--- src/rtl/ksc_pkg.sv ---
// Shared types and constants for the k-mer seed chaining filter.
// No dependencies.
package ksc_pkg;

	localparam logic OP_LOAD = 1'b0;
	localparam logic OP_EVAL = 1'b1;

	localparam logic [1:0] REG_WINDOW = 2'd0;
	localparam logic [1:0] REG_EDITS  = 2'd1;
	localparam logic [1:0] REG_START  = 2'd2;

	// one classified command from front to back
	typedef struct packed {
		logic       op;
		logic [5:0] slot;
		logic [9:0] pos;
	} cmd_t;

	// one result item
	typedef struct packed {
		logic       matched;
		logic [7:0] edit_count;
		logic [6:0] matched_kmers;
		logic [5:0] query_start;
		logic [9:0] read_start;
		logic       overflow;
	} res_t;

endpackage

--- src/rtl/ksc_front.sv ---
// Front end: accepts input transfers and queues them for the back end.
// Depends on ksc_pkg.
module ksc_front (
	input  logic          clk,
	input  logic          arst_n,
	input  logic          in_valid,
	output logic          in_ready,
	input  ksc_pkg::cmd_t in_cmd,
	output logic          q_valid,
	input  logic          q_ready,
	output ksc_pkg::cmd_t q_cmd
);

	// two-entry queue
	ksc_pkg::cmd_t ent_q [2];
	logic          rd_q, wr_q;
	logic [1:0]    cnt_q;
	logic          push, pop;

	assign in_ready = (cnt_q != 2'd2);
	assign q_valid  = (cnt_q != 2'd0);
	assign q_cmd    = ent_q[rd_q];
	assign push     = in_valid && in_ready;
	assign pop      = q_valid && q_ready;

	always_ff @(posedge clk or negedge arst_n) begin
		if (!arst_n) begin
			rd_q  <= 1'b0;
			wr_q  <= 1'b0;
			cnt_q <= 2'd0;
		end else begin
			if (push) wr_q <= ~wr_q;
			if (pop) rd_q <= ~rd_q;
			cnt_q <= cnt_q + {1'b0, push} - {1'b0, pop};
		end
	end

	always_ff @(posedge clk) begin
		if (push) ent_q[wr_q] <= in_cmd;
	end

endmodule

--- config.mk ---
export PLATFORM = sky130hd
export DESIGN_NAME = ksc_front
export DESIGN_NICKNAME = d
export VERILOG_FILES = /design/src/rtl/ksc_pkg.sv /design/src/rtl/ksc_front.sv
export SDC_FILE = /design/constraint.sdc
export NUM_CORES = 1
export LEC_CHECK = 0
export BUFFER_PORTS_ARGS = -buffer_cell sky130_fd_sc_hd__buf_2
export CAP_MARGIN = 0
export CORE_MARGIN = 1
export CORE_UTILIZATION = 45
export CTS_BUF_LIST = sky130_fd_sc_hd__clkbuf_8
export DETAILED_ROUTE_END_ITERATION = 10
export GPL_TIMING_DRIVEN = 0
export PLACE_DENSITY = 0.76
export SLEW_MARGIN = 15
export SYNTH_ARGS = -nofsm -noshare
export SYNTH_HDL_FRONTEND = slang
export SYNTH_SLANG_ARGS = --single-unit
--- constraint.sdc ---
create_clock -name clk -period 3 [get_ports clk]
set_clock_uncertainty 0.2 [all_clocks]
set_input_delay 0.6 -clock clk [delete_from_list [all_inputs] [get_ports clk]]
set_output_delay 0.6 -clock clk [all_outputs]
set_load 0.005 [all_outputs]
**Word-level counts from Yosys, hierarchy flattened**

Memories as Yosys holds them, arrays and structs flattened.
Index checks and enable logic that the tools add are counted.

- Flip-flop bits (word level): 4
- Memory bits (writable): 34
- Input bits: 21
- Memories: 1

- $add $sub $neg: 2
- Eq/ne operators: 1
- Mux-type cells: 2
- Bitwise operators: 2
- Reductions and logical operators: 3

Memories:

| name | depth | bits a word | rd ports | clocked after Yosys merged registers in | write ports | line | text |
|---|---|---|---|---|---|---|---|
| ent_q | 2 | 17 | 1 | 0 | 1 | ksc_front.sv:15 | `ksc_pkg::cmd_t ent_q [2];` |

Operators with widths:

| operator | number |
|---|---|
| adder 2 x 1 -> 2 bit | 1 |
| logical AND 1 bit | 2 |
| 2-to-1 mux 1 bit | 2 |
| != test 2 bit, second input constant | 1 |
| inverter 1 bit | 2 |
| nonzero test 2 bit | 1 |
| subtractor 2 x 1 -> 2 bit | 1 |

**Longest topological paths before layout**

- Depth after elaboration: 4
- Gate-level depth with buffers: 7
- Mapped depth without buffers: 7

**Worst setup path before layout**

OpenSTA, ideal clock, no wires.

- Path kind: input-to-reg
- Start point: input port in_valid
- End point: memory ent_q[0][0] (netlist name) (enable)
- Setup time: 0.390 ns
- Arrival: 1.429 ns
- Required time: 2.410 ns
- Path slack: 0.980 ns
- Cell stages on the path: 2
- Buffers on the path: 0
- Cell sequence: nand2_1 -> nor2_1

- Cells in the longest elaborated chain, start to end: 3

RTL lines:

| element | line | text |
|---|---|---|
| start: declaration | ksc_front.sv:6 | `input logic in_valid,` |
| logical AND 1 bit | ksc_front.sv:23 | `assign push = in_valid && in_ready;` |
| 2-to-1 mux 1 bit | ksc_front.sv:39 | `if (push) ent_q[wr_q] <= in_cmd;` |
| 2-to-1 mux 1 bit (not written as such) | ksc_front.sv:39 |  |
| end: declaration | ksc_front.sv:15 |  |

Every way passes these cells.

==> results.json <==
{
  "seq_area_sq_um": 1120,
  "numCtsBuffers": 5,
  "multi_input_area_sq_um": 289,
  "place.port_buffers": 39,
  "critPathTopFamily": "buffers and inverters",
  "finalSetupTns_ns": 0,
  "cts_tree": "yes",
  "path_cells": "buf_6, buf_6, mux2_2, buf_2",
  "holdCritPathClass": "in -> reg",
  "ys_top_cells_by_count": "edfxtp_1 (34), mux2_2 (17), dfrtp_1 (4)",
  "synth_area_per_cell_sq_um": 20.5,
  "p_per_area_nw_per_um2": 902,
  "grt_pass1_vias": 776,
  "numClockSinks": 38,
  "dieArea_sq_um": 3420,
  "finalHoldViolCount": 0,
  "ys_types": 14,
  "worst-path-buf-inv": 3,
  "core_area_sq_um": 3030,
  "nFillCells": 246,
  "violations": "DRC",
  "drv_cap": 0,
  "drc": 1,
  "die_h_um": 58.5,
  "synth_edf_count": 34,
  "htreeDepth": 2,
  "initial_core_util_pct": 47.4,
  "overflow": 0,
  "crit_type": "reg -> out",
  "layout_min_cycle_time_ns": 2.20,
  "drt-initial-drc-count": 22,
  "hold_slack_ns": 0.302,
  "grt_use_total_pct": 14.8,
  "synth_area_leaders": "edfxtp_1 (71%), mux2_2 (13%), dfrtp_1 (7.0%), xnor2_1 (1.8%), ha_1 (1.7%)",
  "syn_nets": 93,
  "outcome": "finished with violations",
  "postCtsSetupBuffers": 0,
  "ys_ff_latch": 38,
  "final_nets": 140,
  "min_period_over_period_pct": 73.3,
  "setup_viol": 0,
  "drt_wl_total_um": 2200,
  "synth_ff_type": "edfxtp_1",
  "irDropWorstVdd_mv": 0.557,
  "slew_viol_final": 0,
  "startpoint_type": "register",
  "grt_max_degree": 18,
  "ant_nets": 0,
  "gp_congestion": 0.663,
  "synth_area_leader_cell": "edfxtp_1",
  "ios": 40,
  "clk_pin_slew_ns": 0.07,
  "drive_gt1_share_pct": 55.6,
  "syn_area_sq_um": 1430,
  "clockRootBuffer": "clkbuf_8",
  "fp-row-count": 20,
  "yosysTopAreaCellShare_pct": 71.2,
  "crit_fanout": 10,
  "ys_async_sr_fraction_pct": 10.5,
  "clk_latency_ns": 0.28,
  "worstSetupEndpointType": "output pin",
  "r2r_slack_ns": 1.07,
  "max_stage_delay_ns": 0.34,
  "rsz0062_at_grt": "no",
  "crit_arrival_ns": 1.40,
  "yosysWarnings": 0,
  "crit_top_cell": "buf_6",
  "worst_ep_required_time_ns": 2.20,
  "slowest_stage": "dfrtp_1",
  "die_w_um": 58.5,
  "relSlewSlack_pct": 40.4,
  "antenna_found_initial": 0,
  "synth.most_common_cell": "edfxtp_1",
  "dr_total_vias": 761,
  "cts.path.max_buffers": 2,
  "ys_seq_area_share_pct": 78.2,
  "wl_per_cell_um": 13.7,
  "tightestPinTransition_ns": 0.893,
  "drtPass1Iterations": 7,
  "area_growth_pct": 23.6,
  "num_antenna_cells": 0,
  "via_per_inst": 4.73,
  "p_leak_nw": 0.694,
  "grt_pass1_wl_um": 3410,
  "synth_cells": 70,
  "fmax_mhz": 455,
  "dp_hpwl_um": 1510
}
-- metrics by stage --
step	power [mW]	std cells	util, %	setup WS (ns)	area (sq um)
6_report	1.60	161	58.6	0.801	1770
5_1_grt	1.70	161	58.6	0.726	1770
4_1_cts	1.63	161	58.6	0.780	1770
3_5_place_dp	1.31	153	55.7	0.877	1690
3_3_place_gp	1.28	153	55.6	0.534	1680
2_1_floorplan	1.11	70	-	0.980	1430
-- power by group --
part           internal [mW]  switching, mW  leakage (nW)
Sequential             0.734         0.0404         0.362
Combinational          0.273          0.240         0.285
Clock                  0.153          0.158        0.0466
Total                   1.16          0.439         0.694
-- what timing repair did --
item                                   CTS  global route
resized for setup                        0             0
endpoints found under the hold margin    4             0
hold buffers                             1             0
-- routing by layer --
layer / vias to the layer above / GRT usage, % / share of wire, %
met5: - / 0 / 0
met4: 0 / 8.16 / 1.5
met3: 4 / 7.91 / 8.4
met2: 32 / 24.1 / 51
met1: 372 / 15.4 / 39
li1: 353 / - / -
-- state kept, by name, summed over array words and instances, names as in the netlist --
name / flops
cnt_q: 2
ent_q: 34
rd_q: 1
wr_q: 1
-- path summary, 6_finish.rpt --
path,endpoint,depth (start not counted),from
max reg2reg,ent_q[0][12],3,cnt_q[1]
max in group asynchronous,cnt_q[1],2,arst_n
min in group asynchronous,cnt_q[0],2,arst_n
min reg2reg,cnt_q[0],1,cnt_q[0]
min,ent_q[0][8],1,in_cmd[8]
max,q_cmd[12],4,rd_q
-- final cells by class --
type / instances / share of cell area, %
Multi-Input combinational cell: 29 / 16.3
Tap cell: 44 / 3.11
Inverter: 1 / 0.212
Timing Repair Buffer: 40 / 11.6
Clock inverter: 2 / 0.423
Sequential cell: 38 / 63.2
Clock buffer: 5 / 3.88
Buffer: 2 / 1.27
-- cell families (layout without fill, tap and decap cells) --
kind of cell | Yosys count | in the layout | synth area share [%]
muxes | 17 | 17 | 13.4
adders and majority gates | 2 | 2 | 1.74
buffers and inverters | 3 | 50 | 1.83
and+or+nand+nor | 6 | 6 | 2.44
xor gates and xnor gates | 4 | 4 | 2.44
DFF | 38 | 38 | 78.2
-- layout by cell type, fill, tap and decap left out, drive strengths merged --
| master | netlist | layout |
|---|---|---|
| edfxtp | 34 | 34 |
| ha | 2 | 2 |
| or2 | 1 | 1 |
| dfrtp | 4 | 4 |
| and2 | 1 | 1 |
| xnor2 | 3 | 3 |
| nand2b | 1 | 1 |
| clkbuf | 0 | 5 |
| mux2 | 17 | 17 |
| xor2 | 1 | 1 |
| nand2 | 1 | 1 |
| inv | 1 | 3 |
| dlygate4sd3 | 0 | 1 |
| nor2 | 1 | 1 |
| and3 | 1 | 1 |
| buf | 2 | 41 |
Power figures use the tool's default switching activity.
